`config.mk`:
```
export PLATFORM = sky130hd
export DESIGN_NAME = hsv_to_rgb_converter_core
export DESIGN_NICKNAME = d
export VERILOG_FILES = /design/src/rtl/hsvrgb_pkg.sv /design/src/rtl/hsvrgb_hue_split.sv /design/src/rtl/hsvrgb_mul.sv /design/src/rtl/hsvrgb_div_m.sv /design/src/rtl/hsv_to_rgb_converter_core.sv
export SDC_FILE = /design/constraint.sdc
export NUM_CORES = 2
export LEC_CHECK = 0
export BUFFER_PORTS_ARGS = -buffer_cell sky130_fd_sc_hd__buf_2
export CORE_MARGIN = 4
export CORE_UTILIZATION = 45
export CTS_CLUSTER_SIZE = 25
export DETAILED_ROUTE_END_ITERATION = 8
export SLEW_MARGIN = 20
export SYNTH_ARGS = -nofsm -noshare
export SYNTH_HDL_FRONTEND = slang
export SYNTH_SLANG_ARGS = --single-unit
```
`constraint.sdc`:
```
create_clock -name i_clk -period 11.36 [get_ports i_clk]
set_clock_uncertainty 0.1 [all_clocks]
set_input_delay 2.272 -clock i_clk [delete_from_list [all_inputs] [get_ports i_clk]]
set_output_delay 2.272 -clock i_clk [all_outputs]
set_load 0.02 [all_outputs]
```
`src/rtl/hsvrgb_pkg.sv`:
```
`timescale 1ns / 1ps
// ----------------------------------------------------------------------------
// hsvrgb_pkg
// Shared types and codes for the HSV to RGB converter pipeline.
// ----------------------------------------------------------------------------
package hsvrgb_pkg;

    typedef logic [2:0] t_sector;

    localparam t_sector SEC_RED_YELLOW    = 3'd0;
    localparam t_sector SEC_YELLOW_GREEN  = 3'd1;
    localparam t_sector SEC_GREEN_CYAN    = 3'd2;
    localparam t_sector SEC_CYAN_BLUE     = 3'd3;
    localparam t_sector SEC_BLUE_MAGENTA  = 3'd4;
    localparam t_sector SEC_MAGENTA_RED   = 3'd5;

    typedef struct packed {
        logic    gray;
        t_sector sector;
    } t_route_info;

endpackage

```
`src/rtl/hsvrgb_hue_split.sv`:
```
`timescale 1ns / 1ps
// ----------------------------------------------------------------------------
// hsvrgb_hue_split
// First stage: scales hue by six into sector and fraction, forms the
// complements of fraction and saturation, flags zero saturation.
// ----------------------------------------------------------------------------
module hsvrgb_hue_split #(
    parameter int HUE_BITS     = 16,
    parameter int CHANNEL_BITS = 8
) (
    input  logic                          i_clk,
    input  logic                          i_en,
    input  logic [HUE_BITS-1:0]           i_hue,
    input  logic [CHANNEL_BITS-1:0]       i_saturation,
    input  logic [CHANNEL_BITS-1:0]       i_value,
    output logic [HUE_BITS-1:0]           o_frac,
    output logic [HUE_BITS:0]             o_frac_inv,
    output logic [CHANNEL_BITS-1:0]       o_sat,
    output logic [CHANNEL_BITS-1:0]       o_sat_inv,
    output logic [CHANNEL_BITS-1:0]       o_value,
    output hsvrgb_pkg::t_route_info       o_info
);

    localparam int HB = HUE_BITS;
    localparam int CB = CHANNEL_BITS;
    localparam logic [CB-1:0] FULL  = {CB{1'b1}};
    localparam logic [HB:0]   TURN  = {1'b1, {HB{1'b0}}};

    logic [HB+2:0]            n_h6;
    logic [HB-1:0]            r_frac;
    logic [HB:0]              r_frac_inv;
    logic [CB-1:0]            r_sat;
    logic [CB-1:0]            r_sat_inv;
    logic [CB-1:0]            r_value;
    hsvrgb_pkg::t_route_info  r_info;

    assign n_h6 = ({3'b000, i_hue} << 2) + ({3'b000, i_hue} << 1);

    always_ff @(posedge i_clk) begin
        if (i_en) begin
            r_frac        <= n_h6[HB-1:0];
            r_frac_inv    <= TURN - {1'b0, n_h6[HB-1:0]};
            r_sat         <= i_saturation;
            r_sat_inv     <= FULL - i_saturation;
            r_value       <= i_value;
            r_info.sector <= n_h6[HB+2:HB];
            r_info.gray   <= (i_saturation == '0);
        end
    end

    assign o_frac     = r_frac;
    assign o_frac_inv = r_frac_inv;
    assign o_sat      = r_sat;
    assign o_sat_inv  = r_sat_inv;
    assign o_value    = r_value;
    assign o_info     = r_info;

endmodule

```
`src/rtl/hsvrgb_mul.sv`:
```
`timescale 1ns / 1ps
// ----------------------------------------------------------------------------
// hsvrgb_mul
// Four stages: s*f products, complement against full scale, value products
// split in high and low halves, then fold back and drop the hue fraction.
// Outputs the numerators of p, q and t ahead of the divide by full scale.
// ----------------------------------------------------------------------------
module hsvrgb_mul #(
    parameter int HUE_BITS     = 16,
    parameter int CHANNEL_BITS = 8
) (
    input  logic                          i_clk,
    input  logic [3:0]                    i_en,
    input  logic [HUE_BITS-1:0]           i_frac,
    input  logic [HUE_BITS:0]             i_frac_inv,
    input  logic [CHANNEL_BITS-1:0]       i_sat,
    input  logic [CHANNEL_BITS-1:0]       i_sat_inv,
    input  logic [CHANNEL_BITS-1:0]       i_value,
    input  hsvrgb_pkg::t_route_info       i_info,
    output logic [2*CHANNEL_BITS-1:0]     o_num_p,
    output logic [2*CHANNEL_BITS-1:0]     o_num_q,
    output logic [2*CHANNEL_BITS-1:0]     o_num_t,
    output logic [CHANNEL_BITS-1:0]       o_value,
    output hsvrgb_pkg::t_route_info       o_info
);

    localparam int HB = HUE_BITS;
    localparam int CB = CHANNEL_BITS;
    localparam int XW = CB + HB;
    localparam logic [XW-1:0] DEN = {{CB{1'b1}}, {HB{1'b0}}};

    // stage A
    logic [XW:0]              n_sfb_full;
    logic [XW-1:0]            r_sf;
    logic [XW-1:0]            r_sfb;
    logic [2*CB-1:0]          r_pn_a;
    logic [CB-1:0]            r_v_a;
    hsvrgb_pkg::t_route_info  r_info_a;
    // stage B
    logic [XW-1:0]            r_xq;
    logic [XW-1:0]            r_xt;
    logic [2*CB-1:0]          r_pn_b;
    logic [CB-1:0]            r_v_b;
    hsvrgb_pkg::t_route_info  r_info_b;
    // stage C
    logic [2*CB-1:0]          r_qhi;
    logic [XW-1:0]            r_qlo;
    logic [2*CB-1:0]          r_thi;
    logic [XW-1:0]            r_tlo;
    logic [2*CB-1:0]          r_pn_c;
    logic [CB-1:0]            r_v_c;
    hsvrgb_pkg::t_route_info  r_info_c;
    // stage D
    logic [2*CB-1:0]          r_yq;
    logic [2*CB-1:0]          r_yt;
    logic [2*CB-1:0]          r_pn_d;
    logic [CB-1:0]            r_v_d;
    hsvrgb_pkg::t_route_info  r_info_d;

    assign n_sfb_full = {{(HB+1){1'b0}}, i_sat} * {{CB{1'b0}}, i_frac_inv};

    always_ff @(posedge i_clk) begin
        if (i_en[0]) begin
            r_sf     <= {{HB{1'b0}}, i_sat} * {{CB{1'b0}}, i_frac};
            r_sfb    <= n_sfb_full[XW-1:0];
            r_pn_a   <= {{CB{1'b0}}, i_value} * {{CB{1'b0}}, i_sat_inv};
            r_v_a    <= i_value;
            r_info_a <= i_info;
        end
        if (i_en[1]) begin
            r_xq     <= DEN - r_sf;
            r_xt     <= DEN - r_sfb;
            r_pn_b   <= r_pn_a;
            r_v_b    <= r_v_a;
            r_info_b <= r_info_a;
        end
        if (i_en[2]) begin
            r_qhi    <= {{CB{1'b0}}, r_v_b} * {{CB{1'b0}}, r_xq[XW-1:HB]};
            r_qlo    <= {{HB{1'b0}}, r_v_b} * {{CB{1'b0}}, r_xq[HB-1:0]};
            r_thi    <= {{CB{1'b0}}, r_v_b} * {{CB{1'b0}}, r_xt[XW-1:HB]};
            r_tlo    <= {{HB{1'b0}}, r_v_b} * {{CB{1'b0}}, r_xt[HB-1:0]};
            r_pn_c   <= r_pn_b;
            r_v_c    <= r_v_b;
            r_info_c <= r_info_b;
        end
        if (i_en[3]) begin
            r_yq     <= r_qhi + {{CB{1'b0}}, r_qlo[XW-1:HB]};
            r_yt     <= r_thi + {{CB{1'b0}}, r_tlo[XW-1:HB]};
            r_pn_d   <= r_pn_c;
            r_v_d    <= r_v_c;
            r_info_d <= r_info_c;
        end
    end

    assign o_num_p = r_pn_d;
    assign o_num_q = r_yq;
    assign o_num_t = r_yt;
    assign o_value = r_v_d;
    assign o_info  = r_info_d;

endmodule

```
`src/rtl/hsvrgb_div_m.sv`:
```
`timescale 1ns / 1ps
// ----------------------------------------------------------------------------
// hsvrgb_div_m
// Two-stage divide by full scale (2^CHANNEL_BITS - 1): estimate by
// shift-add, then correct by up to two using the remainder.
// Dividend must not exceed full scale squared.
// ----------------------------------------------------------------------------
module hsvrgb_div_m #(
    parameter int CHANNEL_BITS = 8
) (
    input  logic                          i_clk,
    input  logic [1:0]                    i_en,
    input  logic [2*CHANNEL_BITS-1:0]     i_num,
    output logic [CHANNEL_BITS-1:0]       o_quot
);

    localparam int CB = CHANNEL_BITS;
    localparam logic [CB+1:0] FULL_X1 = {2'b00, {CB{1'b1}}};
    localparam logic [CB+1:0] FULL_X2 = {1'b0, {CB{1'b1}}, 1'b0};

    logic [2*CB-1:0] n_sum;
    logic [CB-1:0]   n_est;
    logic [2*CB-1:0] n_rem;
    logic [CB-1:0]   r_est;
    logic [CB+1:0]   r_rem;
    logic [CB-1:0]   r_quot;

    assign n_sum = i_num + {{CB{1'b0}}, i_num[2*CB-1:CB]};
    assign n_est = n_sum[2*CB-1:CB];
    assign n_rem = i_num - {n_est, {CB{1'b0}}} + {{CB{1'b0}}, n_est};

    always_ff @(posedge i_clk) begin
        if (i_en[0]) begin
            r_est <= n_est;
            r_rem <= n_rem[CB+1:0];
        end
        if (i_en[1]) begin
            if (r_rem >= FULL_X2) begin
                r_quot <= r_est + CB'(2);
            end else if (r_rem >= FULL_X1) begin
                r_quot <= r_est + CB'(1);
            end else begin
                r_quot <= r_est;
            end
        end
    end

    assign o_quot = r_quot;

endmodule

```
`src/rtl/hsv_to_rgb_converter_core.sv`:
```
`timescale 1ns / 1ps
// ----------------------------------------------------------------------------
// hsv_to_rgb_converter_core
// HSV to RGB pixel converter, eight-stage pipeline.
//
// Slave channel takes one pixel per request: hue (fraction of a turn),
// saturation and value. Master channel returns red, green and blue.
// Zero saturation gives grey equal to value; otherwise p, q and t are
// formed from value and routed by hue sector, truncated toward zero.
// Stages from input request to output valid: one for the hue split,
// four for the multiplies and fold, two for the divide by full scale,
// one for the sector routing and output register.
// Throughput is one pixel per clock unless the receiver stalls with the pipeline full; every stage holds a valid bit.
// When the receiver stalls, the output register holds its pixel and
// upstream stages keep filling empty slots, so input stays ready until
// the pipeline is full. Nothing is dropped or repeated.
// Synchronous active-low reset clears all valid bits; no pixel is output
// until a new one is accepted.
// ----------------------------------------------------------------------------
module hsv_to_rgb_converter_core #(
    parameter int HUE_BITS     = 16,
    parameter int CHANNEL_BITS = 8
) (
    input  logic                  i_clk,
    input  logic                  i_rst_n,
    input  logic                  i_s_axis_tvalid,
    output logic                  o_s_axis_tready,
    // hue, saturation, value; zero padded to bytes
    input  logic [((HUE_BITS+2*CHANNEL_BITS+7)/8)*8-1:0] i_s_axis_tdata,
    output logic                  o_m_axis_tvalid,
    input  logic                  i_m_axis_tready,
    // red, green, blue; zero padded to bytes
    output logic [((3*CHANNEL_BITS+7)/8)*8-1:0]          o_m_axis_tdata
);

    localparam int HB         = HUE_BITS;
    localparam int CB         = CHANNEL_BITS;
    localparam int OUT_W      = ((3*CB+7)/8)*8;
    localparam int NUM_STAGES = 8;

    logic [NUM_STAGES-1:0]    r_vld;
    logic [NUM_STAGES-1:0]    n_en;

    logic [HB-1:0]            w_frac;
    logic [HB:0]              w_frac_inv;
    logic [CB-1:0]            w_sat;
    logic [CB-1:0]            w_sat_inv;
    logic [CB-1:0]            w_value1;
    hsvrgb_pkg::t_route_info  w_info1;

    logic [2*CB-1:0]          w_num_p;
    logic [2*CB-1:0]          w_num_q;
    logic [2*CB-1:0]          w_num_t;
    logic [CB-1:0]            w_value5;
    hsvrgb_pkg::t_route_info  w_info5;

    logic [CB-1:0]            w_p;
    logic [CB-1:0]            w_q;
    logic [CB-1:0]            w_t;

    logic [CB-1:0]            r_v6;
    logic [CB-1:0]            r_v7;
    hsvrgb_pkg::t_route_info  r_info6;
    hsvrgb_pkg::t_route_info  r_info7;

    logic [CB-1:0]            r_red;
    logic [CB-1:0]            r_green;
    logic [CB-1:0]            r_blue;
    logic [CB-1:0]            n_red;
    logic [CB-1:0]            n_green;
    logic [CB-1:0]            n_blue;

    always_comb begin
        n_en[NUM_STAGES-1] = ~r_vld[NUM_STAGES-1] | i_m_axis_tready;
        for (int k = NUM_STAGES - 2; k >= 0; k--) begin
            n_en[k] = ~r_vld[k] | n_en[k+1];
        end
    end

    always_ff @(posedge i_clk) begin
        if (!i_rst_n) begin
            r_vld <= '0;
        end else begin
            if (n_en[0]) begin
                r_vld[0] <= i_s_axis_tvalid;
            end
            for (int k = 1; k < NUM_STAGES; k++) begin
                if (n_en[k]) begin
                    r_vld[k] <= r_vld[k-1];
                end
            end
        end
    end

    hsvrgb_hue_split #(
        .HUE_BITS     (HB),
        .CHANNEL_BITS (CB)
    ) u_hue_split (
        .i_clk        (i_clk),
        .i_en         (n_en[0]),
        .i_hue        (i_s_axis_tdata[HB-1:0]),
        .i_saturation (i_s_axis_tdata[HB+CB-1:HB]),
        .i_value      (i_s_axis_tdata[HB+2*CB-1:HB+CB]),
        .o_frac       (w_frac),
        .o_frac_inv   (w_frac_inv),
        .o_sat        (w_sat),
        .o_sat_inv    (w_sat_inv),
        .o_value      (w_value1),
        .o_info       (w_info1)
    );

    hsvrgb_mul #(
        .HUE_BITS     (HB),
        .CHANNEL_BITS (CB)
    ) u_mul (
        .i_clk        (i_clk),
        .i_en         (n_en[4:1]),
        .i_frac       (w_frac),
        .i_frac_inv   (w_frac_inv),
        .i_sat        (w_sat),
        .i_sat_inv    (w_sat_inv),
        .i_value      (w_value1),
        .i_info       (w_info1),
        .o_num_p      (w_num_p),
        .o_num_q      (w_num_q),
        .o_num_t      (w_num_t),
        .o_value      (w_value5),
        .o_info       (w_info5)
    );

    hsvrgb_div_m #(.CHANNEL_BITS(CB)) u_div_p (
        .i_clk  (i_clk),
        .i_en   (n_en[6:5]),
        .i_num  (w_num_p),
        .o_quot (w_p)
    );

    hsvrgb_div_m #(.CHANNEL_BITS(CB)) u_div_q (
        .i_clk  (i_clk),
        .i_en   (n_en[6:5]),
        .i_num  (w_num_q),
        .o_quot (w_q)
    );

    hsvrgb_div_m #(.CHANNEL_BITS(CB)) u_div_t (
        .i_clk  (i_clk),
        .i_en   (n_en[6:5]),
        .i_num  (w_num_t),
        .o_quot (w_t)
    );

    always_ff @(posedge i_clk) begin
        if (n_en[5]) begin
            r_v6    <= w_value5;
            r_info6 <= w_info5;
        end
        if (n_en[6]) begin
            r_v7    <= r_v6;
            r_info7 <= r_info6;
        end
    end

    always_comb begin
        n_red   = r_v7;
        n_green = r_v7;
        n_blue  = r_v7;
        if (!r_info7.gray) begin
            case (r_info7.sector)
                hsvrgb_pkg::SEC_RED_YELLOW: begin
                    n_red = r_v7; n_green = w_t;  n_blue = w_p;
                end
                hsvrgb_pkg::SEC_YELLOW_GREEN: begin
                    n_red = w_q;  n_green = r_v7; n_blue = w_p;
                end
                hsvrgb_pkg::SEC_GREEN_CYAN: begin
                    n_red = w_p;  n_green = r_v7; n_blue = w_t;
                end
                hsvrgb_pkg::SEC_CYAN_BLUE: begin
                    n_red = w_p;  n_green = w_q;  n_blue = r_v7;
                end
                hsvrgb_pkg::SEC_BLUE_MAGENTA: begin
                    n_red = w_t;  n_green = w_p;  n_blue = r_v7;
                end
                default: begin
                    n_red = r_v7; n_green = w_p;  n_blue = w_q;
                end
            endcase
        end
    end

    always_ff @(posedge i_clk) begin
        if (n_en[7]) begin
            r_red   <= n_red;
            r_green <= n_green;
            r_blue  <= n_blue;
        end
    end

    assign o_s_axis_tready = n_en[0];
    assign o_m_axis_tvalid = r_vld[NUM_STAGES-1];
    assign o_m_axis_tdata  = OUT_W'({r_blue, r_green, r_red});

endmodule
```
==> results.yml <==
synthesis:
  yosys.area.top_type_share_pct: 34.0
  synth_most_common_cell: "inv_1"
  ys_ff_latch: 474
  yosysSeqAreaShare_pct: 34.3
  synthArstFlopShare_pct: 0
  avgSynthCellArea_um2: 10.9
  synth_nets: 4641
  ys_top_cells_by_count: "inv_1, and2_1, edfxtp_1, fa_1, ha_1"
  yosysUniqueCellTypes: 65
  synth_edf_count: 466
  yosys.area.top_type: "edfxtp_1"
  syn_area_um2: 41200
  synth.area.top_cells: "edfxtp_1, fa_1, ha_1, and2_1, inv_1"
  synth_cells: 3792
  synth_warnings: 0
  ys.flop_type: "edfxtp_1"
sta:
  maxSlewViolCount: 0
  fin_crit_sh_pct: 56.7
  finalSetupTns_ns: 0
  relSlewSlack_pct: 25.8
  rsz0062_at_grt: "no"
  hold_viol: 0
  max_freq_ghz: 0.155
  whs_ns: 0.312
  worstMarginPinSlew_ns: 1.11
  setup_viol: 0
  period_needed_ns: 6.44
worst_setup_path:
  endpoint_kind: "output pin"
  critPathMaxFanout: 5
  rr_startpoint: "u_hue_split.o_sat[7]"
  worstPathCellList: "buf_2 -> nor2b_1 -> and3_1 -> and2_1 -> and3_1 -> and2_1 -> nand2_2 -> buf_2"
  cp_slowest_stage_delay_ns: 0.28
  r2r-end: "u_mul.r_sf[21]"
  worstPathRequired_ns: 8.99
  crit_type: "in2out"
  cp-start-kind: "input port"
  cpMaxStageDelayCell: "and2_1"
  cp.arrival_ns: 4.07
  reg2reg_setup_slack_ns: 5.62
  rr_worst_depth: 17
die:
  fp.dieH_um: 311
  start_util_pct: 45.6
  die-area_um2: 96500
  core_area_um2: 90400
  fp-row-count: 110
  die_width_um: 311
  ioPinCount: 62
min_path:
  min-delay-start: "u_mul.r_info_b[2]"
  hold_depth: 0
  hold_end: "u_mul.r_info_c[2]"
  min_path_type: "reg2reg"
grt:
  gr-usage-all-layers_pct: 16.7
  antenna_found_initial: 1
  grt_first_pass_wirelength_um: 134000
  grt_max_degree: 77
  grt_pass1_vias: 26400
  overflow: 0
final_layout:
  post_route_cells_drive_above_1_share_pct: 4.63
  seq_area_um2: 14200
  multiInputGateArea_um2: 24400
  area_delta_synth_final_pct: 8.21
  diodes: 0
  fillers: 8294
  num-nets-final: 4697
  finish.instance_area_um2: 44600
clock_network:
  cts_resized: 0
  cts_sinks: 474
  cts_tree: "yes"
  h-tree-depth: 2
  clkTransAtPathRegs_ns: 0.06
  clock_path_buffers: 3
  postCtsHoldBufs: 0
  clk_latency_ns: 0.60
  cts_made_buffers: 52
  cts_root_buf: "clkbuf_16"
  post-cts-setup-buffer-count: 0
place:
  place_area_um2: 42900
  io_buffers: 61
  hpwl_um: 59200
  gp_congestion: 0.796
detailed_routing:
  ant_nets: 0
  routed_wl_um: 78200
  drtPass1Iterations: 5
  via_per_inst: 4.98
  wl_per_cell_um: 15.4
  first_iter_violations: 1302
  drc: 0
  num_vias: 25200
status:
  status: "finished clean"
run:
  drv_cap: 0
## state kept, by name (all words and copies together), names as in the netlist, 10 cells and up
register	cells
u_mul.r_sfb	23
u_mul.r_xt	23
u_mul.r_sf	22
u_mul.r_xq	22
u_hue_split.o_frac_inv	16
u_mul.o_num_p	16
u_mul.o_num_q	16
u_mul.o_num_t	16
u_mul.r_pn_a	16
u_mul.r_pn_b	16
u_mul.r_pn_c	16
u_mul.r_qhi	16
u_mul.r_thi	16
u_hue_split.o_frac	14
u_div_p.r_rem	10
u_div_q.r_rem	10
u_div_t.r_rem	10
## routing by layer
metal | share of wire, % | GRT usage, %
met5 | 0 | 0
met4 | 1.5 | 3.39
met3 | 3.6 | 2.18
met2 | 47 | 27.9
met1 | 48 | 23.4
## how the worst max path moves through the flow
stage | from | endpoint | slack (ns) | cells past startpoint
6_report | i_m_axis_tready | o_s_axis_tready | 4.92 | 8
3_3_place_gp | i_m_axis_tready | o_s_axis_tready | 4.97 | 8
3_5_place_dp | i_m_axis_tready | o_s_axis_tready | 4.91 | 8
2_1_floorplan | i_m_axis_tready | o_s_axis_tready | 4.52 | 6
4_1_cts | i_m_axis_tready | o_s_axis_tready | 4.90 | 8
5_1_grt | i_m_axis_tready | o_s_axis_tready | 4.78 | 8
## cells by family after synthesis
group	after synthesis	synth area share (%)
AND/OR/NAND/NOR	1123	14.5
flip-flops	474	34.3
multiplexers	38	0.923
buffers and inverters	719	6.55
XOR/XNOR	250	5.31
adder cells (fa/ha/maj)	813	32.4
AO/OA/AOI/OAI	375	5.94
## layout make-up
class	instances	area share, %
Clock inverter	34	0.861
Clock buffer	60	3.03
Sequential cell	474	31.7
Inverter	638	5.37
Tap cell	1176	3.30
Timing Repair Buffer	83	1.05
Multi-Input combinational cell	2599	54.6
## cells in the final DEF, fill, tap and decap left out, types with 13 or more instances in the layout
cell,count
edfxtp_1,466
xor2_1,77
o211ai_1,13
nor2b_1,31
o21a_1,29
ha_1,387
a21o_1,32
and2_1,489
a21boi_0,15
nand4_1,16
nor3_1,45
nand2b_1,34
clkbuf_16,53
xnor2_1,173
buf_2,61
fa_1,426
a21oi_1,107
nor2_1,117
o21ai_0,68
buf_4,22
nand3_1,57
inv_1,633
mux2i_1,38
and3_1,19
nand2_1,271
## per-stage QoR
stage / utilization (%) / worst slack (ns) / std cells
final: 49.3 / 4.92 / 5064
after global routing: 49.3 / 4.78 / 5064
after CTS: 49.3 / 4.90 / 5064
after detailed placement: 47.4 / 4.91 / 4970
after global placement: 47.4 / 4.97 / 4970
after floorplan: - / 4.52 / 3792
## worst max-delay path, delay by kind of cell
family | cells | cell delay (ns)
AND/OR/NAND/NOR | 6 | 1.47
buffers and inverters | 2 | 0.31
Power is not shown: default switching activity piles up to over one toggle a cycle in this logic, so the estimate is an artifact.
